$ cat src/hdl/bmcr_pkg.sv
// ============================================================================
// Byte mix challenge/response package
// Shared types, widths and the round rule codes for the mixing pipeline.
// ============================================================================
package bmcr_pkg;

    localparam int unsigned WORD_W              = 64;
    localparam int unsigned BYTE_W              = 8;
    localparam int unsigned NUM_BYTES           = 8;
    localparam int unsigned ROUND_COUNT_DEFAULT = 32;

    // The word viewed as eight bytes, byte zero in bits 7..0.
    typedef logic [NUM_BYTES-1:0][BYTE_W-1:0] t_bytes;

    // One pipeline slot: a valid bit that travels with its word.
    typedef struct packed {
        logic              valid;
        logic [WORD_W-1:0] data;
    } t_stage;

    // Update rule of a round, selected by the round index mod 4.
    typedef enum logic [1:0] {
        RULE_SQUARE = 2'd0,
        RULE_SCALE  = 2'd1,
        RULE_MULT   = 2'd2,
        RULE_SUM    = 2'd3
    } t_rule;

endpackage

$ cat src/hdl/bmcr_shift_stage.sv
// ============================================================================
// Byte mix shift-add stage
// One registered stage that adds the word to itself shifted by byte 7's low nibble.
// ============================================================================
module bmcr_shift_stage (
    input  logic             i_clk,
    input  logic             i_rst_n,
    input  bmcr_pkg::t_stage i_stage,
    output bmcr_pkg::t_stage o_stage
);

    logic                        r_valid;
    logic [bmcr_pkg::WORD_W-1:0] r_data;
    logic [bmcr_pkg::WORD_W-1:0] n_data;
    logic [3:0]                  shift_amt;

    assign shift_amt = i_stage.data[59:56];
    assign n_data    = i_stage.data + (i_stage.data << shift_amt);

    always_ff @(posedge i_clk) begin
        if (!i_rst_n) begin
            r_valid <= 1'b0;
        end else begin
            r_valid <= i_stage.valid;
        end
    end

    always_ff @(posedge i_clk) begin
        r_data <= n_data;
    end

    assign o_stage.valid = r_valid;
    assign o_stage.data  = r_data;

endmodule

$ cat config.mk
export PLATFORM = sky130hd
export DESIGN_NAME = bmcr_shift_stage
export DESIGN_NICKNAME = d
export VERILOG_FILES = /design/src/hdl/bmcr_pkg.sv /design/src/hdl/bmcr_shift_stage.sv
export SDC_FILE = /design/constraint.sdc
export NUM_CORES = 1
export LEC_CHECK = 0
export BUFFER_PORTS_ARGS = -buffer_cell sky130_fd_sc_hd__buf_2
export CORE_MARGIN = 2
export CORE_UTILIZATION = 45
export CTS_CLUSTER_SIZE = 8
export DETAILED_ROUTE_END_ITERATION = 16
export PLACE_DENSITY = 0.66
export SYNTH_ARGS = -nofsm -noshare
export SYNTH_HDL_FRONTEND = slang
export SYNTH_SLANG_ARGS = --single-unit
$ cat constraint.sdc
create_clock -name i_clk -period 5.46 [get_ports i_clk]
set_input_delay 0.273 -clock i_clk [delete_from_list [all_inputs] [get_ports i_clk]]
set_output_delay 0.273 -clock i_clk [all_outputs]
set_load 0.02 [all_outputs]
==> impl_results.md, run 1 <==
- WL per Instance: 19.8 um
- Required time of the critical path: 5680 ps
- Sw Share: 44.2%
- Placeable Area: 0.0178 sq mm
- Vias per cell: 6.26
- Flip-flop and latch area: 0.00130 sq mm
- Slowest CP cell: nor4b_1
- Antenna Cells: 0
- Leakage: 4.00 nW
- RSZ-0062 raised after global routing: false
- Max Freq: 207 MHz
- Crit path depth: 15
- Starting Density: 45.5%
- Synth warn: 0
- First-pass GRT wire length: 39700 um
- Comb power frac: 57.1%
- Mapped Area: 0.00809 sq mm
- Final setup viols: 0
- Int Power: 1.66 mW
- Period Utilization, post-route: 88.5%
- Top-count cell post-synth: a21oi_1
- Setup slack at placement: 372 ps
- Hold depth: 2
- Area leader, netlist: dfxtp_1
- Row cnt: 49
- Worst slew pin tran: 1030 ps
- Top_reg_cell synth: dfxtp_1
- Hold Fails Final Rpt: 0
- Kind of critical path: in -> reg
- Post-CTS resize count: 0
- CP startpoint kind: input port
- Worst setup margin: 626 ps
- # IOs: 132
- Peak VDD IR: 0.000223 V
- Bufs on Longest Clock Path: 2
- Remaining Overflow, GRT: 0
- Cells after Synth: 942
- Fillers: 1753
- Crit path launch: i_stage[57]
- Rel. slew slack: 31.4%
- Initial antenna violation count: 0
- Port buffer count: 131
- Clk pwr share: 19.3%
- Net Sw Power: 1.31 mW
- Tightest Hold Check Type: in -> reg
- CTS H-tree depth: 3
- Synth area leaders: dfxtp_1 16%, mux4_2 16%, ha_1 9.7%
- Critical Path End Type: register
- Syn_nets: 1073
- Critical path cell sequence: buf_2 -> buf_4 -> buf_4 -> mux4_2 -> mux2i_1 -> mux2i_1 -> ha_1 -> and2_1 -> nand3_1 -> nor4b_1 -> o311ai_1 -> nand3_2 -> a311oi_2 -> nor4_1 -> a311oi_2
- Worst Path Buf+Inv: 3
- DR iter-0 viols: 717
- Setup total negative slack: 0 ps
- Yosys top cell area share: 16.1%
- Drt first pass iters: 5
- List of most frequent post-synthesis cells: 101 x a21oi_1, 87 x nand2_1, 65 x dfxtp_1
- Final #Nets: 1168
- Min Tclk post-route: 4830 ps
- Vias in the first global route: 7378
- Post-Route WL: 25200 um
- Synthesized area per cell: 8.58 sq um
- Clk pin slew, worst setup/hold paths: 60 ps
- P per Cell Area: 324 mW/mm^2
- Asr flop ratio synth: 0%
- Setup bufs post-CTS: 0
- Die W: 138 um
- Critical path peak fanout: 36
- Seq cells post-synth: 65
- CTS Sinks: 65
- Final Max Slew Viols: 0
- DIE AREA: 0.0191 sq mm
- CP endpoint: r_data[59]
- Seq pwr share: 23.6%
- Synth unique cells: 79
- Placed wire-length estimate: 20200 um
- Slowest stage delay, CP: 730 ps
- Largest net degree at the start of global routing: 65
- Hold-fix buffers, CTS: 0
- Sequential-to-total area share from yosys stat: 16.1%
- GPL Wtd Cong: 0.966
- Post-synth EDFFs: 0
- Family with the most delay on the worst path: simple AND/OR/NAND/NOR gates
- CTS Root Cell: clkbuf_16
- CTS tree: built
- Layout cell share with drive strength beyond 1: 23.2%
- Max Cap Viol: 0
- Die Y-Extent: 138 um
- DRT antenna net count: 0
- WP data arrival: 5050 ps
- Multi-input logic area: 0.00647 sq mm
- GR Util All Layers: 25.9%
- Synth-to-Final Area Change: 13.3%
- Vias: 7956
- Status: finished clean
- # DRC: 0
- CTS buffer count: 9
==> state kept, by name, summed over array words and instances, names as in the netlist <==
signal   flops
r_valid      1
r_data      64
==> power groups by stage <==
stage	combinational, mW	sequential [mW]	clock (mW)
floorplan	0.946	0.960	0
global placement	1.68	0.708	0
detailed placement	1.67	0.709	0
CTS	1.68	0.702	0.586
global route	1.83	0.718	0.606
finish	1.70	0.699	0.573
==> placed cells by master, fill, tap and decap left out, types with 11 or more instances in the layout <==
| cell type | n |
|---|---|
| ha_1 | 63 |
| nor3_1 | 14 |
| buf_2 | 130 |
| a211oi_1 | 16 |
| mux4_2 | 57 |
| nand2_1 | 87 |
| and3_1 | 11 |
| nand4_1 | 20 |
| a21oi_1 | 101 |
| dfxtp_1 | 65 |
| xnor2_1 | 34 |
| o21bai_1 | 20 |
| o21ai_0 | 40 |
| a21o_1 | 37 |
| o21a_1 | 13 |
| mux2i_1 | 51 |
| nor2_1 | 58 |
| and2_1 | 13 |
| inv_1 | 19 |
| nand3_1 | 23 |
| xor2_1 | 20 |
==> worst min path at each step <==
stage | start | endpoint | slack, ps
floorplan | i_stage[64] | r_valid | 390
global placement | i_stage[64] | r_valid | 480
detailed placement | i_stage[64] | r_valid | 490
CTS | i_stage[64] | r_valid | 130
global route | i_stage[64] | r_valid | 140
finish | i_stage[64] | r_valid | 140
==> layer usage <==
metal  vias up  routed length [um]  global-route usage [%]
li1       3821                   -                       -
met5         -                   0                       0
met1      3687               11400                    36.7
met2       386               11100                    39.8
met3        62                1710                    3.81
met4         0                 885                    10.3
==> final cells by class <==
class                   instances  share of cell area, %
clock buffers                  11                   2.54
inverters                      19                  0.779
well taps                     229                   3.13
flip-flops and latches         65                   14.2
repair buffers                141                   8.14
multi-input cells             801                   70.7
clock inverters                 4                  0.492
==> per-stage QoR <==
step | utilization (%) | cells | hold WS, ps | power, mW | cell area [sq um]
2_1_floorplan | - | 942 | 395 | 1.91 | 8090
3_3_place_gp | 49.9 | 1255 | 485 | 2.38 | 8880
3_5_place_dp | 49.9 | 1255 | 487 | 2.38 | 8880
4_1_cts | 51.5 | 1270 | 129 | 2.96 | 9160
5_1_grt | 51.5 | 1270 | 143 | 3.15 | 9160
6_report | 51.5 | 1270 | 135 | 2.97 | 9160
==> cells by family (layout without fill, tap and decap cells) <==
logic type | Yosys count | after routing | share of synthesized area (%)
AOI/OAI and AO/OA | 293 | 293 | 24.0
and+or+nand+nor | 272 | 272 | 16.7
muxes | 118 | 118 | 23.6
buffers and inverters | 76 | 175 | 3.82
DFF | 65 | 65 | 16.1
adders and majority gates | 64 | 64 | 10.0
xor gates and xnor gates | 54 | 54 | 5.85
Power figures use the tool's default switching activity.
==> run 2: changes to the inputs <==
--- a/config.mk
+++ b/config.mk
@@ -11,6 +11,7 @@
 export CTS_CLUSTER_SIZE = 8
 export DETAILED_ROUTE_END_ITERATION = 16
 export PLACE_DENSITY = 0.66
+export REMOVE_ABC_BUFFERS = 1
 export SYNTH_ARGS = -nofsm -noshare
 export SYNTH_HDL_FRONTEND = slang
 export SYNTH_SLANG_ARGS = --single-unit
==> run 2 against run 1 <==
Critical path depth is the same; fmax grew 7.3%; non-clock buffer count shrank 1; power grew 3.7%; cell count is the same; global-route usage shrank 0.14 points; critical path type unchanged.
==> impl_results.md, run 2 (same netlist as run 1, synthesis figures left out) <==
- Setup bufs post-CTS: 0 (unchanged)
- CTS buffer count: 9 (unchanged)
- WP data arrival: 4780 ps (was 5050 ps)
- CTS Root Cell: clkbuf_16 (unchanged)
- Commonest non-fill, non-tap cell in the layout: buf_2 (unchanged)
- RSZ-0062 raised after global routing: false (unchanged)
- Initial antenna violation count: 0 (unchanged)
- Period Utilization, post-route: 82.5% (was 88.5%)
- Critical Path End Type: register (unchanged)
- CP startpoint kind: input port (unchanged)
- # IOs: 132 (unchanged)
- Hold-fix buffers, CTS: 0 (unchanged)
- CTS tree: built (unchanged)
- Most frequent cells in the layout: 130 x buf_2, 101 x a21oi_1, 87 x nand2_1, 65 x dfxtp_1, 63 x ha_1 (unchanged)
- Post-CTS resize count: 0 (unchanged)
- Port buffer count: 131 (unchanged)
- Vias per cell: 6.31 (was 6.26)
- Remaining Overflow, GRT: 0 (unchanged)
- WL per Instance: 19.8 um (about the same)
- GPL Wtd Cong: 0.930 (was 0.966)
- Layout cell share with drive strength beyond 1: 23.3% (was 23.2%)
- Worst setup margin: 954 ps (was 626 ps)
- Final #Nets: 1167 (was 1168)
- Max Cap Viol: 0 (unchanged)
- Placeable Area: 0.0178 sq mm (unchanged)
- Starting Density: 45.5% (unchanged)
- Kind of critical path: in -> reg (unchanged)
- Biggest regs: r_data (64), r_valid (1) (unchanged)
- P per Cell Area: 333 mW/mm^2 (was 324 mW/mm^2)
- Required time of the critical path: 5730 ps (was 5680 ps)
- CTS Sinks: 65 (unchanged)
- DRT antenna net count: 0 (unchanged)
- Final Max Slew Viols: 0 (unchanged)
- Die W: 138 um (unchanged)
- CTS H-tree depth: 3 (unchanged)
- Vias in the first global route: 7521 (was 7378)
- WHS: 115 ps (was 135 ps)
- GR Util All Layers: 25.7% (was 25.9%)
- Vias: 8013 (was 7956)
- Antenna Cells: 0 (unchanged)
- First-pass GRT wire length: 39700 um (about the same)
- Max reg flops: 64 (unchanged)
- Status: finished clean (unchanged)
- Synth-to-Final Area Change: 14.3% (was 13.3%)
- Tightest Hold Check Type: in -> reg (unchanged)
- Min Tclk post-route: 4510 ps (was 4830 ps)
- Worst slew pin tran: 1060 ps (was 1030 ps)
- Setup total negative slack: 0 ps (unchanged)
- Fillers: 1719 (was 1753)
- Die Y-Extent: 138 um (unchanged)
- Hold Fails Final Rpt: 0 (unchanged)
- Row cnt: 49 (unchanged)
- Bufs on Longest Clock Path: 2 (unchanged)
- Placed wire-length estimate: 19600 um (was 20200 um)
- Drt first pass iters: 5 (unchanged)
- DR iter-0 viols: 893 (was 717)
- Largest net degree at the start of global routing: 65 (unchanged)
- Most flop-heavy register: r_data (unchanged)
- Rel. slew slack: 29.4% (was 31.4%)
- # DRC: 0 (unchanged)
- Post-Route WL: 25100 um (was 25200 um)
- Critical path peak fanout: 46 (was 36)
- Max Freq: 222 MHz (was 207 MHz)
- Clk pin slew, worst setup/hold paths: 60 ps (about the same)
- Setup slack at placement: 663 ps (was 372 ps)
- Leakage: 4.04 nW (was 4.00 nW)
- Final setup viols: 0 (unchanged)
- DIE AREA: 0.0191 sq mm (unchanged)
- Peak VDD IR: 0.000188 V (was 0.000223 V)
==> run 2: critical path: stages <==
cell	delay [ps]
buf_4	590
mux4_2	650
and2_1	190
a211oi_1	250
a21oi_1	140
ha_1	450
nand2_1	100
o21ai_0	280
nand4_1	130
a21boi_0	480
nor3_1	190
o21ba_2	300
o21bai_1	350
a211oi_1	150
a211oi_2	200
==> run 2: worst paths after layout <==
check | slack, ps | end | startpoint | cells after the start
hold / removal | 110 | r_valid | i_stage[64] | 2
setup / recovery | 950 | r_data[49] | i_stage[56] | 15
==> run 2: report_power, final <==
part	switching (mW)	total [mW]	internal [mW]
Combinational	1.04	1.69	0.649
Clock	0.231	0.686	0.455
Sequential	0.0388	0.700	0.661
Total	1.31	3.08	1.77
==> run 2: per-layer routing <==
layer / GRT usage (%) / part of all wire (%) / vias up
met5: 0 / 0 / -
met4: 10.5 / 3.7 / 0
met3: 5.06 / 8.5 / 72
met2: 40.5 / 45 / 412
met1: 34.8 / 42 / 3733
li1: - / - / 3796
==> run 2: layout make-up <==
| cell class | count | area, sq um | share of cell area [%] |
|---|---|---|---|
| clock inverters | 6 | 105 | 1.14 |
| clock buffers | 10 | 239 | 2.59 |
| flip-flops and latches | 65 | 1300 | 14.1 |
| inverters | 19 | 71.3 | 0.772 |
| repair buffers | 140 | 763 | 8.26 |
| multi-input cells | 801 | 6470 | 70.1 |
| well taps | 229 | 287 | 3.10 |
==> run 2: through the flow <==
stage | power, mW | utilization, % | cell area [sq um] | std cells
4_1_cts | 3.08 | 52.0 | 9240 | 1270
6_report | 3.08 | 52.0 | 9240 | 1270
5_1_grt | 3.26 | 52.0 | 9240 | 1270
3_5_place_dp | 2.38 | 50.0 | 8900 | 1254
3_3_place_gp | 2.38 | 50.0 | 8900 | 1254
2_1_floorplan | 1.87 | - | 7850 | 885
