$ cat config.mk
export PLATFORM = sky130hd
export DESIGN_NAME = bmcr_round_stage
export DESIGN_NICKNAME = d
export VERILOG_FILES = /design/src/hdl/bmcr_pkg.sv /design/src/hdl/bmcr_round_stage.sv
export SDC_FILE = /design/constraint.sdc
export NUM_CORES = 1
export LEC_CHECK = 0
export BUFFER_PORTS_ARGS = -buffer_cell sky130_fd_sc_hd__buf_2
export CAP_MARGIN = 20
export CORE_MARGIN = 8
export CORE_UTILIZATION = 35
export CTS_CLUSTER_SIZE = 25
export DETAILED_ROUTE_END_ITERATION = 6
export PLACE_DENSITY = 0.67
export RECOVER_POWER = 50
export REMOVE_ABC_BUFFERS = 1
export SLEW_MARGIN = 25
export SYNTH_ARGS = -nofsm -noshare
export SYNTH_HDL_FRONTEND = slang
export SYNTH_SLANG_ARGS = --single-unit
$ cat constraint.sdc
create_clock -name i_clk -period 8.6 [get_ports i_clk]
set_input_delay 0 -clock i_clk [delete_from_list [all_inputs] [get_ports i_clk]]
set_output_delay 0 -clock i_clk [all_outputs]
set_load 0.01 [all_outputs]
$ cat src/hdl/bmcr_pkg.sv
// ============================================================================
// Byte mix challenge/response package
// Shared types, widths and the round rule codes for the mixing pipeline.
// ============================================================================
package bmcr_pkg;

    localparam int unsigned WORD_W              = 64;
    localparam int unsigned BYTE_W              = 8;
    localparam int unsigned NUM_BYTES           = 8;
    localparam int unsigned ROUND_COUNT_DEFAULT = 32;

    // The word viewed as eight bytes, byte zero in bits 7..0.
    typedef logic [NUM_BYTES-1:0][BYTE_W-1:0] t_bytes;

    // One pipeline slot: a valid bit that travels with its word.
    typedef struct packed {
        logic              valid;
        logic [WORD_W-1:0] data;
    } t_stage;

    // Update rule of a round, selected by the round index mod 4.
    typedef enum logic [1:0] {
        RULE_SQUARE = 2'd0,
        RULE_SCALE  = 2'd1,
        RULE_MULT   = 2'd2,
        RULE_SUM    = 2'd3
    } t_rule;

endpackage

$ cat src/hdl/bmcr_round_stage.sv
// ============================================================================
// Byte mix round stage
// One registered stage with the byte copy and byte-wise update rule of a round.
// ============================================================================
module bmcr_round_stage #(
    parameter int unsigned ROUND_IDX = 0
) (
    input  logic            i_clk,
    input  logic            i_rst_n,
    input  bmcr_pkg::t_stage i_stage,
    output bmcr_pkg::t_stage o_stage
);

    localparam bmcr_pkg::t_rule RULE = bmcr_pkg::t_rule'(2'(ROUND_IDX & 3));
    localparam logic [2:0] COPY_DST  = 3'(((ROUND_IDX >> 3) + 3) & 7);
    localparam logic [2:0] COPY_SRC  = 3'((ROUND_IDX >> 2) & 3);
    localparam logic [2:0] SQ_DST    = 3'((3 - int'(ROUND_IDX >> 3)) & 7);
    localparam logic [2:0] SQ_SRC    = 3'((ROUND_IDX >> 2) & 7);
    localparam logic [7:0] ROUND_TERM = 8'((7 * ROUND_IDX + 4) & 255);

    logic                         r_valid;
    logic [bmcr_pkg::WORD_W-1:0]  r_data;
    bmcr_pkg::t_bytes             n_data;

    always_comb begin
        n_data = bmcr_pkg::t_bytes'(i_stage.data);
        if (RULE != bmcr_pkg::RULE_SQUARE) begin
            n_data[COPY_DST] = n_data[COPY_SRC];
        end
        case (RULE)
            bmcr_pkg::RULE_SQUARE: begin
                n_data[SQ_DST] = n_data[SQ_SRC];
                n_data[5]      = n_data[5] + 8'd3 * n_data[6];
                for (int n = 0; n < 3; n++) begin
                    n_data[3] = n_data[3] * (n_data[3] + 8'd1);
                end
            end
            bmcr_pkg::RULE_SCALE: begin
                n_data[0] = (n_data[0] << 3) + ROUND_TERM;
                n_data[6] = n_data[6] + 8'd3 * n_data[3];
            end
            bmcr_pkg::RULE_MULT: begin
                // The word-wide shift-adds of this rule follow in their own stages.
                for (int n = 0; n < 3; n++) begin
                    n_data[1] = n_data[1] * (n_data[6] + 8'd1);
                end
            end
            bmcr_pkg::RULE_SUM: begin
                n_data[2] = n_data[2] + (n_data[3] << 2) + n_data[4] + n_data[5];
                n_data[4] = n_data[4] + 8'd9 * n_data[2] + 8'd9;
            end
            default: begin
                n_data = bmcr_pkg::t_bytes'(i_stage.data);
            end
        endcase
    end

    always_ff @(posedge i_clk) begin
        if (!i_rst_n) begin
            r_valid <= 1'b0;
        end else begin
            r_valid <= i_stage.valid;
        end
    end

    always_ff @(posedge i_clk) begin
        r_data <= bmcr_pkg::WORD_W'(n_data);
    end

    assign o_stage.valid = r_valid;
    assign o_stage.data  = r_data;

endmodule

==> results of run 1 <==
==> final cells by class <==
| class | count | area [um2] | share of cell area [%] |
|---|---|---|---|
| multi-input cells | 202 | 2136 | 42.03 |
| clock buffers | 11 | 141.4 | 2.783 |
| clock inverters | 4 | 45.04 | 0.8865 |
| inverters | 50 | 187.7 | 3.694 |
| flip-flops and latches | 64 | 1281 | 25.22 |
| well taps | 136 | 170.2 | 3.349 |
| repair buffers | 177 | 1120 | 22.04 |
==> sequential cells by signal, indices dropped and copies added, names as in the netlist <==
signal	count
r_data	63
r_valid	1
==> worst min path at each step <==
stage                start    endpoint
6_report       i_stage[41]  r_data[41]
5_1_grt        i_stage[41]  r_data[41]
4_1_cts        i_stage[41]  r_data[41]
3_5_place_dp   i_stage[37]  r_data[37]
3_3_place_gp   i_stage[22]  r_data[22]
2_1_floorplan   i_stage[0]   r_data[0]
==> cells by family after synthesis <==
group | share of synthesized area, %
buffers and inverters | 5.982
AO/OA/AOI/OAI | 4.383
flip-flops | 35.62
XOR/XNOR | 10.43
other | 0.1042
adder cells (fa/ha/maj) | 36.03
AND/OR/NAND/NOR | 7.443
==> layer usage <==
| layer | routed length (um) | global-route usage, % |
|---|---|---|
| met1 | 3867 | 15.86 |
| met2 | 4659 | 24.33 |
| met3 | 730 | 4.652 |
| met4 | 114 | 5.191 |
| met5 | 8 | 0 |
==> critical path: cells and delay by family <==
kind | cells | cell delay [ps]
buf+inv | 8 | 1050
xor+xnor | 4 | 830
simple gates | 3 | 330
compound gates | 2 | 370
fa+ha+maj | 14 | 5840
==> through the flow <==
stage | utilization, % | setup slack [ps]
2_1_floorplan | - | 708.5
3_3_place_gp | 43.13 | 235.7
3_5_place_dp | 43.13 | 9.856
4_1_cts | 50.01 | 25.94
5_1_grt | 50.12 | 37.94
6_report | 50.12 | 369.5
==> cell usage in the layout, fill, tap and decap left out, drive strengths merged <==
cell	Yosys	layout
xor2	6	6
o21a	1	1
inv	50	50
nor3	1	1
nand2	12	12
and2	2	2
clkinv	0	3
buf	3	94
conb	1	1
o21ai	3	3
xnor2	30	30
bufinv	0	1
and4	1	1
a21o	6	6
nand2b	2	2
a21boi	1	1
fa	31	31
nor2	16	16
clkbuf	2	43
ha	54	54
o22ai	1	1
nand3	3	3
a21oi	12	12
xnor3	2	2
o21bai	2	2
and2b	4	4
dlygate4sd3	0	51
dfxtp	64	64
and3b	1	1
nor2b	10	10
==> power by group through the flow <==
stage	sequential, mW	clock [mW]	combinational, mW
finish	0.376	0.243	2.20
global route	0.380	0.264	2.48
global placement	0.381	0	2.10
floorplan	0.404	0	1.82
detailed placement	0.382	0	2.19
CTS	0.375	0.248	2.23
==> repair_timing <==
action	CTS	global route
endpoints found under the setup margin	0	1
hold endpoints to repair	50	0
buffers inserted	0	1
gates resized for setup	0	9
hold buffers	51	0
==> flow_metrics.tcl, run 1 <==
set metrics [dict create \
    cts_root_buf "clkbuf_8" \
    fp.coreArea_um2 10140 \
    slew_viol_final 0 \
    avgRoutedWirePerCell_um 14.56 \
    ys_warn_count 0 \
    worstSetupEndpointType "register" \
    drc 0 \
    crit_type "in2reg" \
    timing.final.crit_share_pct 95.70 \
    grt_antenna_before_repair 1 \
    cp-start-kind "input port" \
    drive_above_1_share_pct 24.02 \
    postSynthAreaPerCell_um2 11.21 \
    fp.dieW_um 117.4 \
    share_comb_of_total_power_pct 78.0 \
    grt_overflow 0 \
    tritoncts_num_sinks 64 \
    crit_required_ps 8810 \
    grtUsageTotal_pct 14.12 \
    cts.clk_slew.worst_paths_ps 70 \
    power.share.switching_pct 39.47 \
    flow.area_growth_from_synthesis_pct 41.25 \
    crit_path_end "r_data[31]" \
    fp.dieH_um 117.4 \
    final.min_clock_period_ps 8231 \
    clockBufferDepth 2 \
    netSwitchingPower_mw 1.112 \
    tritoncts "yes" \
    detailroute.via_count 2771 \
    final.fill_count 873 \
    vdd_drop_max_v 0.0006098 \
    finalNonFillerCells 644 \
    synth.lib_cells_used.distinct 31 \
    post_drt_via_cell_ratio 4.303 \
    fin_tns_setup_ps 0 \
    grt_first_pass_wirelength_mm 15.74 \
    synth-async-reset-ratio_pct 0 \
    first_pass_iters 4 \
    drt_first_iter_violations 157 \
    timing.critical_path.mode_cell "fa_1" \
    gp_congestion 0.8132 \
    htree_num_levels 3 \
    cap_viol_max_count 0 \
    power.clock.fraction_pct 8.6 \
    yosys-top-cells-area "dfxtp_1 36%, ha_1 19%, fa_1 17%, xnor2_1 6.8%, inv_1 5.2%" \
    number_of_global_route_vias_before_repair 3011 \
    placementRows 37 \
    internal_power_mw 1.706 \
    postSynthCellCount 321 \
    yosys-top-cells-count "64 x dfxtp_1, 54 x ha_1, 50 x inv_1, 31 x fa_1, 28 x xnor2_1" \
    mappedNetlistArea_um2 3597 \
    placement.io_buffers 122 \
    critPathMaxFanout 13 \
    diodes 0 \
    number_of_synthesized_register_bits 64 \
    number_of_nets_with_antenna_violations_after_routing 0 \
    design_power_total_mw 2.818 \
    timing.critical_path.slowest_stage_cell "fa_1" \
    numPlacedInstances 577 \
    cts-buffers-inserted 9 \
    outcome "completed" \
    yosysTopAreaCell "dfxtp_1" \
    setup_violations 0 \
    synth_top_area_share_pct 35.62 \
    ys_seq_area_share_pct 35.62 \
    powerDensity_nw_per_um2 554.6 \
    synth_edf_count 0 \
    power_frac_seq_pct 13.3 \
    critPathMaxStageDelay_ps 580 \
    total_leakage_power_nw 2.540 \
    dp_hpwl_mm 7.167 \
    grt_setup_unrepaired "no" \
    crit_start "i_stage[2]" \
    crit_arrival_ps 8440 \
    routed_wirelength_mm 9.379 \
    post_dp_cell_area_um2 4373 \
    ys.flop_type "dfxtp_1" \
    start_util_pct 35.48 \
    timing.fmax_mhz 121.5 \
    dieArea_um2 13780 \
    worst_hold_path.num_cells 3 \
    grt_max_degree 14 \
    stdcell_area_um2 5081 \
    hold_viol_final 0 \
    post-synth-top-count-cell "dfxtp_1" \
    fin_nets 656 \
    timing.hold.worst.class "in2reg" \
    boundaryPins 132 \
    hold_ws_ps 94.43 \
]
(Power assumes the default switching activity.)
==> run 2: changes to the inputs <==
--- a/config.mk
+++ b/config.mk
@@ -9,6 +9,7 @@
 export CAP_MARGIN = 20
 export CORE_MARGIN = 8
 export CORE_UTILIZATION = 35
+export CTS_BUF_LIST = sky130_fd_sc_hd__clkbuf_4 sky130_fd_sc_hd__clkbuf_8
 export CTS_CLUSTER_SIZE = 25
 export DETAILED_ROUTE_END_ITERATION = 6
 export PLACE_DENSITY = 0.67
==> run 2 against run 1 <==
Compared with the run above:
- sequential share of layout area is essentially flat
- non-clock buffer count is the same
- clock-buffer cell count is the same
- worst hold slack gained 14 ps
- via count is essentially flat
- combinational power is essentially flat
- die area is the same
- global-route usage grew 0.12 points
- first-iteration DRC count shrank 27%
- core utilization is essentially flat
- final area is essentially flat
- power shrank 0.13%
- largest cell class unchanged
==> flow_metrics.tcl, run 2 (synthesized netlist as in run 1, its figures left out) <==
set metrics [dict create \
    outcome "completed" \
    powerDensity_nw_per_um2 553.8 \
    timing.hold.worst.class "in2reg" \
    timing.critical_path.slowest_stage_cell "fa_1" \
    final_common_cell "buf_2" \
    diodes 0 \
    grt_first_pass_wirelength_mm 15.79 \
    grt_setup_unrepaired "no" \
    number_of_global_route_vias_before_repair 3006 \
    grtUsageTotal_pct 14.24 \
    grt_antenna_before_repair 1 \
    gp_congestion 0.8132 \
    regMostFlops "r_data" \
    htree_num_levels 3 \
    flow.area_growth_from_synthesis_pct 41.29 \
    critPathMaxFanout 13 \
    placement.io_buffers 122 \
    timing.final.crit_share_pct 95.53 \
    fp.coreArea_um2 10140 \
    final.fill_count 877 \
    cap_viol_max_count 0 \
    drt_first_iter_violations 115 \
    drc 0 \
    worstSetupEndpointType "register" \
    multiInputGateArea_um2 2136 \
    layout_top_registers "r_data: 63 flops, r_valid: 1 flops" \
    critPathMaxStageDelay_ps 580 \
    drive_above_1_share_pct 23.82 \
    grt_overflow 0 \
    dp_hpwl_mm 7.167 \
    cts_root_buf "clkbuf_8" \
    final_cell_mix "89 x buf_2, 64 x dfxtp_1, 53 x ha_1" \
    routed_wirelength_mm 9.413 \
    total_leakage_power_nw 2.538 \
    critical_path.n_buffers_inverters 8 \
    slew_viol_final 0 \
    post_dp_cell_area_um2 4373 \
    crit_family "adder cells" \
    hold_viol_final 0 \
    post_drt_via_cell_ratio 4.304 \
    fin_nets 656 \
    tritoncts "yes" \
    final.min_clock_period_ps 8216 \
    start_util_pct 35.48 \
    fp.dieH_um 117.4 \
    fin_tns_setup_ps 0 \
    fp.dieW_um 117.4 \
    first_pass_iters 4 \
    dieArea_um2 13780 \
    largest_register_ff_count 63 \
    grt_max_degree 14 \
    boundaryPins 132 \
    cts-buffers-inserted 9 \
    detailroute.via_count 2772 \
    placementRows 37 \
    tritoncts_num_sinks 64 \
    timing.critical_path.mode_cell "fa_1" \
    avgRoutedWirePerCell_um 14.62 \
    cts.clk_slew.worst_paths_ps 60 \
    crit_arrival_ps 8430 \
    setup_violations 0 \
    seq_area_um2 1281 \
    hold_ws_ps 108.9 \
    cp-start-kind "input port" \
    timing.fmax_mhz 121.7 \
    vdd_drop_max_v 0.0006100 \
    stdcell_area_um2 5082 \
    crit_required_ps 8810 \
    number_of_nets_with_antenna_violations_after_routing 0 \
    clockBufferDepth 2 \
    crit_type "in2reg" \
]
run 2: cell count changes in the layout (fill, tap and decap cells not counted), sizes merged:
cell | before | now
buf | 94 | 93
clkbuf | 43 | 44
run 2: final cells by class:
cell class / count / share of cell area [%]
Multi-Input combinational cell: 202 / 42.02
Sequential cell: 64 / 25.21
Timing Repair Buffer: 177 / 21.98
Inverter: 50 / 3.693
Tap cell: 136 / 3.348
Clock buffer: 11 / 2.856
Clock inverter: 4 / 0.8863
run 2: per-stage QoR:
step                      std cells  setup WS, ps  util (%)  total power, mW
after floorplan                 316         708.5         -            2.224
after global placement          577         235.7     43.13            2.481
after detailed placement        577         9.856     43.13            2.576
after CTS                       643         25.94     50.04            2.854
after global routing            644         72.59     50.13            3.122
final                           644         384.3     50.13            2.815
run 2: where the power goes:
part	internal (mW)	switching (mW)	total (mW)
clock network	0.142	0.106	0.247
logic	1.20	0.990	2.19
registers	0.366	0.0101	0.376
run 2: what timing repair did:
action	CTS	global route
endpoints found under the setup margin	0	1
hold endpoints to repair	50	0
gates resized for setup	0	9
buffers inserted	0	1
hold buffers	51	0
run 2: path summary, 6_finish.rpt:
path	from	to	slack, ps	cells after the start
setup / recovery	i_stage[2]	r_data[31]	380	31
hold / removal	i_stage[47]	r_data[47]	110	4
run 2: per-layer routing:
| layer | up-vias | global-route usage [%] | wire, um |
|---|---|---|---|
| li1 | 1360 | - | - |
| met1 | 1289 | 16.03 | 3902 |
| met2 | 109 | 24.37 | 4634 |
| met3 | 12 | 4.604 | 728 |
| met4 | 2 | 5.677 | 138 |
| met5 | - | 0 | 8 |
==> run 3: changes to the inputs <==
--- a/config.mk
+++ b/config.mk
@@ -5,6 +5,7 @@
 export SDC_FILE = /design/constraint.sdc
 export NUM_CORES = 1
 export LEC_CHECK = 0
+export ABC_AREA = 1
 export BUFFER_PORTS_ARGS = -buffer_cell sky130_fd_sc_hd__buf_2
 export CAP_MARGIN = 20
 export CORE_MARGIN = 8
@@ -12,7 +13,7 @@
 export CTS_BUF_LIST = sky130_fd_sc_hd__clkbuf_4 sky130_fd_sc_hd__clkbuf_8
 export CTS_CLUSTER_SIZE = 25
 export DETAILED_ROUTE_END_ITERATION = 6
-export PLACE_DENSITY = 0.67
+export PLACE_DENSITY = 0.66
 export RECOVER_POWER = 50
 export REMOVE_ABC_BUFFERS = 1
 export SLEW_MARGIN = 25
==> run 3 against run 2 <==
Compared with the run above:
- final cell count up 15%
- clock-buffer cell count did not move
- global-route usage is 0.64 points lower
- setup slack gained 76 ps
- via count grew 16%
- non-clock buffer count grew 1
- die area is 4.5% higher
- synthesized area increased by 5.3%
- maximum frequency rose by 0.93%
- sequential share of layout area decreased by 1.4 points
- critical endpoint unchanged
==> flow_metrics.tcl, run 3 <==
set metrics [dict create \
    outcome "completed" \
    avgRoutedWirePerCell_um 13.35 \
    boundaryPins 132 \
    post_drt_via_cell_ratio 4.357 \
    synth_top_area_share_pct 33.84 \
    detailroute.via_count 3220 \
    hold_ws_ps 96.73 \
    grt_setup_unrepaired "no" \
    drive_above_1_share_pct 22.41 \
    grtUsageTotal_pct 13.60 \
    worst_hold_path.num_cells 4 \
    timing.fmax_mhz 122.8 \
    critPathMaxStageDelay_ps 580 \
    crit_required_ps 8840 \
    critPathMaxFanout 8 \
    tritoncts_num_sinks 64 \
    postSynthAreaPerCell_um2 9.280 \
    yosys-top-cells-area "dfxtp_1 34%, ha_1 18%, fa_1 16%, inv_1 7.3%, nand2_1 7.0%" \
    mappedNetlistArea_um2 3786 \
    post-synth-top-count-cell "inv_1" \
    tritoncts "yes" \
    number_of_synthesized_register_bits 64 \
    timing.hold.worst.class "in2reg" \
    drt_first_iter_violations 138 \
    regMostFlops "r_data" \
    flow.area_growth_from_synthesis_pct 41.90 \
    grt_max_degree 12 \
    worstSetupEndpointType "register" \
    number_of_nets_with_antenna_violations_after_routing 0 \
    drc 0 \
    hold-path-endpoint "r_data[47]" \
    grt_overflow 0 \
    largest_register_ff_count 63 \
    cp-start-kind "input port" \
    grt_first_pass_wirelength_mm 15.78 \
    timing.hold.worst.start "i_stage[47]" \
    layout_top_registers "r_data: 63 flops, r_valid: 1 flops" \
    number_of_global_route_vias_before_repair 3240 \
    clockBufferDepth 2 \
    timing.final.crit_share_pct 94.65 \
    routed_wirelength_mm 9.865 \
    timing.final.ws_setup_ps 459.9 \
    timing.critical_path.mode_cell "inv_1" \
    crit_type "in2reg" \
    cap_viol_max_count 0 \
    crit_arrival_ps 8380 \
    dp_hpwl_mm 7.404 \
    postSynthCellCount 408 \
    ys_warn_count 0 \
    setup_violations 0 \
    cts-buffers-inserted 9 \
    placement.io_buffers 122 \
    slew_viol_final 0 \
    cts.clk_slew.worst_paths_ps 70 \
    synth.lib_cells_used.distinct 31 \
    final_cell_mix "90 x buf_2, 74 x inv_1, 70 x nand2_1" \
    dpl_worst_slack_ps 317.8 \
    fp.dieH_um 120.0 \
    yosys-top-cells-count "74 x inv_1, 71 x nand2_1, 64 x dfxtp_1, 54 x ha_1" \
    fp.coreArea_um2 10700 \
    fin_tns_setup_ps 0 \
    gp_congestion 0.8303 \
    grt_antenna_before_repair 1 \
    start_util_pct 35.39 \
    cts_root_buf "clkbuf_8" \
    htree_num_levels 3 \
    ys_seq_area_share_pct 33.84 \
    final_common_cell "buf_2" \
    first_pass_iters 4 \
    fp.dieW_um 120.0 \
    ys.flop_type "dfxtp_1" \
    hold_viol_final 0 \
    fin_nets 746 \
    final.fill_count 941 \
    synth_edf_count 0 \
    timing.critical_path.slowest_stage_cell "fa_2" \
    dieArea_um2 14400 \
    yosysTopAreaCell "dfxtp_1" \
    placementRows 38 \
    synth-async-reset-ratio_pct 0 \
    final.min_clock_period_ps 8140 \
]
## run 3: worst max-delay path by stage
stage                           from    endpoint
after global placement    i_stage[0]  r_data[31]
after floorplan           i_stage[0]  r_data[31]
after global routing      i_stage[1]  r_data[31]
final                     i_stage[0]  r_data[31]
after CTS                 i_stage[0]  r_data[31]
after detailed placement  i_stage[0]  r_data[31]
## run 3: logic make-up after synthesis
logic type,Yosys count,share of synthesized area (%)
and+or+nand+nor,139,16.16
adders and majority gates,85,34.24
buffers and inverters,82,8.361
DFF,64,33.84
AOI/OAI and AO/OA,19,2.942
xor gates and xnor gates,18,4.363
other,1,0.09905
## run 3: area by class of cell
| class | count | area, um2 | area share, % |
|---|---|---|---|
| Multi-Input combinational cell | 262 | 2256 | 41.99 |
| Sequential cell | 64 | 1281 | 23.85 |
| Timing Repair Buffer | 178 | 1134 | 21.10 |
| Inverter | 79 | 296.5 | 5.519 |
| Tap cell | 140 | 175.2 | 3.260 |
| Clock buffer | 11 | 151.4 | 2.818 |
| Clock inverter | 4 | 76.32 | 1.421 |
| Antenna cell | 1 | 2.502 | 0.04658 |
## run 3: through the flow
stage / utilization (%) / instances / instance area, um2
after floorplan: - / 405 / 3766
after global placement: 42.69 / 669 / 4567
after detailed placement: 42.69 / 669 / 4567
after CTS: 49.59 / 735 / 5305
after global routing: 50.22 / 739 / 5373
final: 50.22 / 739 / 5373
## run 3: timing repair
| item | 4_1_cts | 5_1_grt |
|---|---|---|
| setup buffers | 0 | 3 |
| hold buffers | 51 | 0 |
| endpoints found under the hold margin | 50 | 0 |
| gates resized for setup | 0 | 16 |
| setup endpoints to repair | 0 | 1 |
## run 3: worst max-delay path: cells and delay by family
family / cells / cell delay, ps
AOI/OAI and AO/OA: 3 / 440
buffers and inverters: 10 / 1090
and+or+nand+nor: 10 / 760
adders and majority gates: 15 / 6080
## run 3: layer usage
layer  GRT usage [%]  part of all wire, %
met5               0                    0
met4           5.074                  1.4
met3           3.758                  8.2
met2           24.48                   50
met1           14.92                   40
Power of run 3 is not shown: default switching activity piles up to over one toggle a cycle in this logic, so the estimate is an artifact.
